--- config.mk ---
export PLATFORM = sky130hd
export DESIGN_NAME = icmp_message_validator_core
export DESIGN_NICKNAME = d
export VERILOG_FILES = /design/src/sv/imv_pkg.sv /design/src/sv/icmp_message_validator_core.sv /design/src/sv/imv_verdict.sv
export SDC_FILE = /design/constraint.sdc
export NUM_CORES = 1
export LEC_CHECK = 0
export BUFFER_PORTS_ARGS = -buffer_cell sky130_fd_sc_hd__buf_2
export CAP_MARGIN = 0
export CELL_PAD_IN_SITES_DETAIL_PLACEMENT = 1
export CELL_PAD_IN_SITES_GLOBAL_PLACEMENT = 2
export CORE_MARGIN = 5
export CORE_UTILIZATION = 41
export CTS_CLUSTER_DIAMETER = 120
export DETAILED_ROUTE_END_ITERATION = 8
export GPL_TIMING_DRIVEN = 0
export HOLD_SLACK_MARGIN = 0.08
export PLACE_DENSITY_LB_ADDON = 0.1
export RECOVER_POWER = 100
export SYNTH_ARGS = -nofsm -noshare
export SYNTH_HDL_FRONTEND = slang
export SYNTH_HIERARCHICAL = 1
export SYNTH_SLANG_ARGS = --single-unit
--- constraint.sdc ---
create_clock -name clock -period 8.9 [get_ports clock]
set_clock_uncertainty 0.05 [all_clocks]
set_input_delay 1.78 -clock clock [delete_from_list [all_inputs] [get_ports clock]]
set_output_delay 1.78 -clock clock [all_outputs]
set_load 0.01 [all_outputs]
--- src/sv/imv_pkg.sv ---
package imv_pkg;

   localparam int LEN_WIDTH = 16;
   localparam logic [LEN_WIDTH-1:0] MAX_MSG_BYTES = 16'hFFFF;
   localparam logic [LEN_WIDTH-1:0] ECHO_HDR_LEN = 16'd8;
   localparam logic [15:0] SUM_GOOD = 16'hFFFF;

   localparam int CSR_INDEX_WIDTH = 3;
   localparam int CSR_DATA_WIDTH = 16;

   localparam logic [CSR_INDEX_WIDTH-1:0] CSR_MIN_HEADER_LEN = 3'd0;
   localparam logic [CSR_INDEX_WIDTH-1:0] CSR_MAX_ECHO_PAYLOAD = 3'd1;
   localparam logic [CSR_INDEX_WIDTH-1:0] CSR_UNREACH_MAX_CODE = 3'd2;
   localparam logic [CSR_INDEX_WIDTH-1:0] CSR_TIME_EXCEEDED_MAX_CODE = 3'd3;
   localparam logic [CSR_INDEX_WIDTH-1:0] CSR_REDIRECT_MIN_CODE = 3'd4;
   localparam logic [CSR_INDEX_WIDTH-1:0] CSR_REDIRECT_MAX_CODE = 3'd5;

   localparam logic [7:0] TYPE_ECHO_REPLY = 8'd0;
   localparam logic [7:0] TYPE_UNREACH = 8'd3;
   localparam logic [7:0] TYPE_QUENCH = 8'd4;
   localparam logic [7:0] TYPE_REDIRECT = 8'd5;
   localparam logic [7:0] TYPE_ECHO_REQ = 8'd8;
   localparam logic [7:0] TYPE_TIME_EXCEEDED = 8'd11;
   localparam logic [7:0] TYPE_PARAM_PROBLEM = 8'd12;
   localparam logic [7:0] TYPE_TS = 8'd13;
   localparam logic [7:0] TYPE_TS_REPLY = 8'd14;
   localparam logic [7:0] TYPE_INFO_REQ = 8'd15;
   localparam logic [7:0] TYPE_INFO_REPLY = 8'd16;
   localparam logic [7:0] TYPE_MASK_REQ = 8'd17;
   localparam logic [7:0] TYPE_MASK_REPLY = 8'd18;

   typedef enum logic [3:0] {
      ST_OK             = 4'd0,
      ST_SHORT          = 4'd1,
      ST_BAD_TYPE       = 4'd2,
      ST_ECHO_SHORT     = 4'd3,
      ST_ECHO_CODE      = 4'd4,
      ST_REPLY_SHORT    = 4'd5,
      ST_REPLY_CODE     = 4'd6,
      ST_COVERT         = 4'd7,
      ST_UNREACH_CODE   = 4'd8,
      ST_TIME_CODE      = 4'd9,
      ST_REDIRECT_CODE  = 4'd10,
      ST_TS_CODE        = 4'd11,
      ST_INFO_CODE      = 4'd12,
      ST_CHECKSUM       = 4'd13
   } status_type;

   typedef struct packed {
      logic [7:0]  min_header_len;
      logic [15:0] max_echo_payload;
      logic [7:0]  unreach_max_code;
      logic [7:0]  time_exceeded_max_code;
      logic [7:0]  redirect_min_code;
      logic [7:0]  redirect_max_code;
   } cfg_type;

endpackage

--- src/sv/icmp_message_validator_core.sv ---
// ICMP message validator.
// Request channel (req_valid / req_stall): one message byte per request, header
// first, with req_last_byte set on the final byte. Result channel (rsp_valid /
// rsp_stall): one verdict per message, carrying status, type byte and code byte.
// Configuration: csr_write with csr_index and csr_wdata sets the limits; indexes
// past the register list are ignored. Write only while no message is in flight.
// A last byte goes through the input register, then the message state and result
// register, before its result shows on rsp_valid.
// Throughput: one byte per cycle while req_stall is low, set by the single pass
// through the 16-bit end-around-carry adder and the verdict compares.
// Reset (synchronous, active high) empties both registers, clears the message
// state and loads the default limits.
// When rsp_stall holds a waiting result, bytes that are not the last keep
// flowing; a last byte waits in the input register, and the request side then
// stalls until the waiting result is taken.
module icmp_message_validator_core (
   input  logic                                 clock,
   input  logic                                 reset,
   input  logic                                 req_valid,
   output logic                                 req_stall,
   input  logic [7:0]                           req_data_byte,
   input  logic                                 req_last_byte,
   output logic                                 rsp_valid,
   input  logic                                 rsp_stall,
   output logic [3:0]                           rsp_status,
   output logic [7:0]                           rsp_message_type,
   output logic [7:0]                           rsp_message_code,
   input  logic                                 csr_write,
   input  logic [imv_pkg::CSR_INDEX_WIDTH-1:0]  csr_index,
   input  logic [imv_pkg::CSR_DATA_WIDTH-1:0]   csr_wdata
);

   function automatic logic [15:0] oc_add(input logic [15:0] a, input logic [15:0] b);
      logic [16:0] s;
      s = {1'b0, a} + {1'b0, b};
      return s[15:0] + {15'd0, s[16]};
   endfunction

   imv_pkg::cfg_type cfg_ff;

   logic        s1_valid_ff;
   logic        s1_last_ff;
   logic [7:0]  s1_data_ff;

   logic [imv_pkg::LEN_WIDTH-1:0] cnt_ff;
   logic [7:0]  type_ff;
   logic [7:0]  code_ff;
   logic [15:0] sum_ff;
   logic [7:0]  held_ff;
   logic        pend_ff;

   logic        rsp_valid_ff;
   logic [3:0]  rsp_status_ff;
   logic [7:0]  rsp_type_ff;
   logic [7:0]  rsp_code_ff;

   logic        proc_ready;
   logic        proc_fire;
   logic [15:0] word_in;
   logic [15:0] sum_in;
   logic [imv_pkg::LEN_WIDTH-1:0] cnt_in;
   logic [7:0]  type_in;
   logic [7:0]  code_in;
   imv_pkg::status_type status_in;

   // configuration registers
   always_ff @(posedge clock) begin
      if (reset) begin
         cfg_ff.min_header_len <= 8'd8;
         cfg_ff.max_echo_payload <= 16'd48;
         cfg_ff.unreach_max_code <= 8'd5;
         cfg_ff.time_exceeded_max_code <= 8'd1;
         cfg_ff.redirect_min_code <= 8'd0;
         cfg_ff.redirect_max_code <= 8'd3;
      end else if (csr_write) begin
         unique case (csr_index)
            imv_pkg::CSR_MIN_HEADER_LEN: cfg_ff.min_header_len <= csr_wdata[7:0];
            imv_pkg::CSR_MAX_ECHO_PAYLOAD: cfg_ff.max_echo_payload <= csr_wdata;
            imv_pkg::CSR_UNREACH_MAX_CODE: cfg_ff.unreach_max_code <= csr_wdata[7:0];
            imv_pkg::CSR_TIME_EXCEEDED_MAX_CODE: begin
               cfg_ff.time_exceeded_max_code <= csr_wdata[7:0];
            end
            imv_pkg::CSR_REDIRECT_MIN_CODE: cfg_ff.redirect_min_code <= csr_wdata[7:0];
            imv_pkg::CSR_REDIRECT_MAX_CODE: cfg_ff.redirect_max_code <= csr_wdata[7:0];
            default: ;
         endcase
      end
   end

   // a last byte may only advance when the result register is free or draining
   assign proc_ready = !s1_last_ff || !rsp_valid_ff || !rsp_stall;
   assign proc_fire  = s1_valid_ff && proc_ready;
   assign req_stall  = s1_valid_ff && !proc_ready;

   always_ff @(posedge clock) begin
      if (reset) begin
         s1_valid_ff <= 1'b0;
      end else if (!req_stall) begin
         s1_valid_ff <= req_valid;
      end
   end

   always_ff @(posedge clock) begin
      if (req_valid && !req_stall) begin
         s1_data_ff <= req_data_byte;
         s1_last_ff <= req_last_byte;
      end
   end

   // an odd trailing byte pairs with zero, so the word is the same either way
   assign word_in = pend_ff ? {held_ff, s1_data_ff} : {s1_data_ff, 8'h00};
   assign sum_in  = oc_add(sum_ff, word_in);
   assign cnt_in  = (cnt_ff != imv_pkg::MAX_MSG_BYTES) ?
                    cnt_ff + imv_pkg::LEN_WIDTH'(1) : cnt_ff;
   assign type_in = (cnt_ff == '0) ? s1_data_ff : type_ff;
   assign code_in = (cnt_ff == imv_pkg::LEN_WIDTH'(1)) ? s1_data_ff : code_ff;

   always_ff @(posedge clock) begin
      if (reset) begin
         cnt_ff  <= '0;
         type_ff <= 8'd0;
         code_ff <= 8'd0;
         sum_ff  <= 16'd0;
         held_ff <= 8'd0;
         pend_ff <= 1'b0;
      end else if (proc_fire) begin
         if (s1_last_ff) begin
            cnt_ff  <= '0;
            type_ff <= 8'd0;
            code_ff <= 8'd0;
            sum_ff  <= 16'd0;
            held_ff <= 8'd0;
            pend_ff <= 1'b0;
         end else begin
            cnt_ff  <= cnt_in;
            type_ff <= type_in;
            code_ff <= code_in;
            if (pend_ff) begin
               sum_ff <= sum_in;
            end else begin
               held_ff <= s1_data_ff;
            end
            pend_ff <= !pend_ff;
         end
      end
   end

   imv_verdict u_verdict (
      .cfg      (cfg_ff),
      .msg_len  (cnt_in),
      .msg_type (type_in),
      .msg_code (code_in),
      .msg_sum  (sum_in),
      .status   (status_in)
   );

   always_ff @(posedge clock) begin
      if (reset) begin
         rsp_valid_ff <= 1'b0;
      end else if (proc_fire && s1_last_ff) begin
         rsp_valid_ff <= 1'b1;
      end else if (!rsp_stall) begin
         rsp_valid_ff <= 1'b0;
      end
   end

   always_ff @(posedge clock) begin
      if (proc_fire && s1_last_ff) begin
         rsp_status_ff <= status_in;
         rsp_type_ff   <= type_in;
         rsp_code_ff   <= code_in;
      end
   end

   assign rsp_valid        = rsp_valid_ff;
   assign rsp_status       = rsp_status_ff;
   assign rsp_message_type = rsp_type_ff;
   assign rsp_message_code = rsp_code_ff;

`ifndef SYNTHESIS
   a_rsp_from_last: assert property (@(posedge clock) disable iff (reset)
      $rose(rsp_valid_ff) |-> $past(proc_fire && s1_last_ff))
      else $error("result raised without a last byte");

   a_clear_after_last: assert property (@(posedge clock) disable iff (reset)
      proc_fire && s1_last_ff |=> cnt_ff == '0 && !pend_ff && sum_ff == 16'd0)
      else $error("message state not cleared after last byte");

   a_stall_only_on_last: assert property (@(posedge clock) disable iff (reset)
      req_stall |-> s1_valid_ff && s1_last_ff && rsp_valid_ff)
      else $error("request stalled without a waiting last byte");

   a_ok_means_sum: assert property (@(posedge clock) disable iff (reset)
      proc_fire && s1_last_ff && status_in == imv_pkg::ST_OK |-> sum_in == imv_pkg::SUM_GOOD)
      else $error("ok verdict with bad checksum");
`endif

endmodule

--- src/sv/imv_verdict.sv ---
module imv_verdict (
   input  imv_pkg::cfg_type                   cfg,
   input  logic [imv_pkg::LEN_WIDTH-1:0]      msg_len,
   input  logic [7:0]                         msg_type,
   input  logic [7:0]                         msg_code,
   input  logic [15:0]                        msg_sum,
   output imv_pkg::status_type                status
);

   logic                              is_echo_req;
   logic [imv_pkg::LEN_WIDTH-1:0]     payload_len;
   logic                              code_nonzero;

   assign is_echo_req  = (msg_type == imv_pkg::TYPE_ECHO_REQ);
   assign payload_len  = msg_len - imv_pkg::ECHO_HDR_LEN;
   assign code_nonzero = (msg_code != 8'd0);

   always_comb begin
      logic       failed;
      logic [3:0] hit;
      failed = 1'b1;
      hit    = imv_pkg::ST_OK;
      if (msg_len <= {8'd0, cfg.min_header_len}) begin
         hit = imv_pkg::ST_SHORT;
      end else begin
         failed = 1'b0;
         unique case (msg_type) inside
            imv_pkg::TYPE_ECHO_REQ, imv_pkg::TYPE_ECHO_REPLY: begin
               if (msg_len < imv_pkg::ECHO_HDR_LEN) begin
                  failed = 1'b1;
                  hit = is_echo_req ? imv_pkg::ST_ECHO_SHORT : imv_pkg::ST_REPLY_SHORT;
               end else if (code_nonzero) begin
                  failed = 1'b1;
                  hit = is_echo_req ? imv_pkg::ST_ECHO_CODE : imv_pkg::ST_REPLY_CODE;
               end else if (payload_len > cfg.max_echo_payload) begin
                  failed = 1'b1;
                  hit = imv_pkg::ST_COVERT;
               end
            end
            imv_pkg::TYPE_UNREACH: begin
               if (msg_code > cfg.unreach_max_code) begin
                  failed = 1'b1;
                  hit = imv_pkg::ST_UNREACH_CODE;
               end
            end
            imv_pkg::TYPE_TIME_EXCEEDED: begin
               if (msg_code > cfg.time_exceeded_max_code) begin
                  failed = 1'b1;
                  hit = imv_pkg::ST_TIME_CODE;
               end
            end
            imv_pkg::TYPE_REDIRECT: begin
               if (msg_code < cfg.redirect_min_code || msg_code > cfg.redirect_max_code) begin
                  failed = 1'b1;
                  hit = imv_pkg::ST_REDIRECT_CODE;
               end
            end
            imv_pkg::TYPE_TS, imv_pkg::TYPE_TS_REPLY: begin
               if (code_nonzero) begin
                  failed = 1'b1;
                  hit = imv_pkg::ST_TS_CODE;
               end
            end
            imv_pkg::TYPE_INFO_REQ, imv_pkg::TYPE_INFO_REPLY: begin
               if (code_nonzero) begin
                  failed = 1'b1;
                  hit = imv_pkg::ST_INFO_CODE;
               end
            end
            imv_pkg::TYPE_QUENCH, imv_pkg::TYPE_PARAM_PROBLEM,
            imv_pkg::TYPE_MASK_REQ, imv_pkg::TYPE_MASK_REPLY: begin
               failed = 1'b0;
            end
            default: begin
               failed = 1'b1;
               hit = imv_pkg::ST_BAD_TYPE;
            end
         endcase
      end
      // checksum is judged only when every header check passed
      if (!failed && msg_sum != imv_pkg::SUM_GOOD) begin
         hit = imv_pkg::ST_CHECKSUM;
      end
      status = imv_pkg::status_type'(hit);
   end

endmodule

==> results.cfg <==
[outcome]
outcome = finished clean

[placement]
dp_hpwl_um = 20800
portBuffers = 54
globalplace.congestion = 0.832

[clock_tree]
root_buffer = clkbuf_16
clkTransAtPathRegs_ns = 0.07
clk_latency_ns = 0.43
clock-sinks = 144
cts_max_level = 4
clk_path_buf_depth = 2
postCtsSetupBuffers = 0
cts-buffers-inserted = 17
cts_tree = built
ctsResizeCount = 0
holdBufCountCts = 0

[synthesis]
synth_edf_count = 29
ys_async_sr_fraction_pct = 0
syn-cell-area_um2 = 8830
ys_seq_elements = 144
syn_inst = 1031
synth_cell_types = 75
yosysWarnings = 6
avgSynthCellArea_um2 = 8.56
synth-main-ff-cell = dfxtp_1
yosysSeqAreaShare_pct = 35.9
synth_fp_nets = 1142

[timing]
fmax_ghz = 0.150
rsz0062_at_grt = false
timing_max_transition_violations_final = 0
slew_headroom_pct = 17.5
fin_crit_sh_pct = 75.0
hold_violations = 0
worstMarginPinSlew_ns = 1.24
min_period_ns = 6.67
setup-violations-final = 0
tns_ns = 0

[setup_path]
path_buf_inv = 2
crit_path_start_kind = flip-flop
critical_path_arrival_ns = 6.73
slowest_stage = nor4_1
cp_top_family = simple AND/OR/NAND/NOR gates
r2r_cells = 24
crit_fanout = 10
worst_r2r_endpoint = rsp_status[3]
cp_cell_sequence = clkbuf_1 -> mux2_1 -> ha_1 -> clkbuf_1 -> and4_1 -> nand2_1 -> a21oi_1 -> o21ai_0 -> a21oi_1 -> o21a_1 -> o21ai_0 -> nand2b_1 -> ha_1 -> ha_1 -> and2_0 -> nand4_1 -> nor3_1 -> nand3_1 -> xnor2_1 -> nand4_1 -> nor4_1 -> nor4_1 -> nand4_1 -> o21ai_0
worstPathRequired_ns = 8.95
ff2ff_setup_slack_ns = 2.23
crit_path_end_kind = flip-flop
r2r-start = pend_ff
worst-setup-path-type = flip-flop to flip-flop
max_stage_delay_ns = 0.54

[die]
die_height_um = 157
die_x_um = 157
rows = 53
core_um2 = 21100
start_util_pct = 41.9
dieArea_um2 = 24600
io_pins = 55

[route]
firstDrtPassIters = 5
wl_per_cell_um = 19.5
drt_wl_total_um = 27200
via_count = 7745
ant_nets = 0
drt_iter0_markers = 304
drc = 0
via_per_inst = 5.56

[cells_and_area]
drive_above_1_share_pct = 8.05
fill_cells = 2574
seqCellArea_um2 = 3170
finalNetCount = 1216
multi_input_area_um2 = 5230
antenna_cells = 0
synthToLayoutAreaGrowth_pct = 13.7
final_core_util_pct = 47.6

[pwr]
p_leak_nw = 3.89
ir_drop_mv = 0.122
cellPowerDensity_nw_per_um2 = 163

[min_path]
hold_end = cfg_ff[45]
hold_path_class = flip-flop to flip-flop
min_from = cfg_ff[45]
whs_path_depth = 2

[global_route]
grt_pass1_wl_um = 44300
antenna_found_initial = 0
grt_pass1_vias = 8064
grt_overflow = 0
grtUsageTotal_pct = 22.8
grt_max_degree = 21

[job]
max_cap_viol_count = 0
[cells in the mapped netlist, drive strengths merged (11+ instances only)]
cell      n  share of area [%]
nand2   134                5.7
dfxtp   115                 26
nor3     18                1.2
a22oi    45                3.8
ha       77                 11
a21o     12                1.0
nand3    32                1.9
nor2     94                4.0
mux2     25                3.2
xnor2    23                2.3
nand2b   11               0.78
mux2i    16                1.8
and2     18                1.3
xor2     22                2.2
inv      69                2.9
clkbuf   32                1.4
nor2b    11               0.78
edfxtp   29                9.9
nand4    29                2.1
nor4     17                1.3
a21oi    77                4.4
o21ai    17               0.96
[logic make-up after synthesis]
family | share of synthesized area (%)
adder cells (fa/ha/maj) | 11.1
flip-flops | 35.9
XOR/XNOR | 4.46
AND/OR/NAND/NOR | 22.4
multiplexers | 5.00
buffers and inverters | 4.73
AO/OA/AOI/OAI | 16.3
[worst max path at each step]
stage	startpoint	endpoint	slack (ns)	cells past startpoint
detailed placement	pend_ff	rsp_status[3]	2.48	24
global route	pend_ff	rsp_status[3]	1.64	24
CTS	pend_ff	rsp_status[3]	2.46	24
finish	pend_ff	rsp_status[3]	2.23	24
global placement	pend_ff	rsp_status[3]	2.60	24
floorplan	pend_ff	rsp_status[0]	4.12	24
[cell type report]
type,count,share of cell area (%)
plain buffers,38,1.53
inverters,70,2.62
well taps,275,3.43
multi-input cells,779,52.1
repair buffers,55,2.39
clock buffers,17,4.24
flip-flops and latches,144,31.6
clock inverters,15,2.07
[worst register-to-register path, delay by kind of cell (launching register included)]
family,cells,cell delay [ns]
simple gates,11,2.76
compound gates,6,1.05
buf+inv,2,0.81
fa+ha+maj,3,0.66
mux,1,0.42
flops,1,0.36
xor+xnor,1,0.28
[registers in the layout, indices dropped and copies added (netlist names), 4 cells and up]
| name | count |
|---|---|
| s1_data_ff | 8 |
| sum_ff | 16 |
| cfg_ff | 56 |
| rsp_message_code | 8 |
| rsp_message_type | 8 |
| cnt_ff | 16 |
| rsp_status | 4 |
| type_ff | 8 |
| code_ff | 8 |
| held_ff | 8 |
[per-stage QoR]
stage               setup WS, ns  instance area, µm²  hold WS, ns  total power [mW]  instances
floorplan                   4.12                8830        0.386             0.810       1031
global placement            2.60                9440        0.392             0.868       1360
detailed placement          2.48                9460        0.398             0.872       1361
CTS                         2.46               10100        0.408              1.66       1393
global route                1.64               10000        0.423              1.70       1393
finish                      2.23               10000        0.404              1.64       1393
[layout by cell type (no fill, tap or decap), types with 5 or more instances in the layout]
cell       netlist  routed
nor2b_1         11      11
nand2b_1        11      11
mux2_2          25       8
ha_1            77      77
a22oi_1         45      45
a21o_1          11      11
mux2_1           0      17
nand2_1        134     134
edfxtp_1        29      29
a211o_1          6       6
and2_1          16      14
nand4_1         29      29
inv_6            0       5
o21a_1           9       9
inv_1           69      69
o211ai_1         5       5
a21oi_1         77      77
inv_8            0       5
xnor2_1         23      23
mux2i_1         16      16
clkbuf_16        0      17
nor4_1          16      16
buf_2            4      30
nand3_1         30      30
dfxtp_1        115     115
nor2_1          94      94
o21ai_0         12      13
nor3_1          16      17
xor2_1          22      22
clkbuf_1        32      62
a31oi_1          5       5
and3_1           7       7
or3_1            6       6
[layer usage]
layer  GRT usage [%]  share of wire (%)  vias to the layer above
met3            3.24                2.7                       13
met2            40.1                 50                       81
met4            5.08                1.0                        0
met1            29.6                 46                     3808
li1                -                  -                     3843
met5               0                  0                        -
[where the power goes]
part	switching (mW)	internal, mW
clock network	0.328	0.457
logic	0.108	0.0566
registers	0.0105	0.680
No activity file was read; power rests on OpenSTA's default activity.
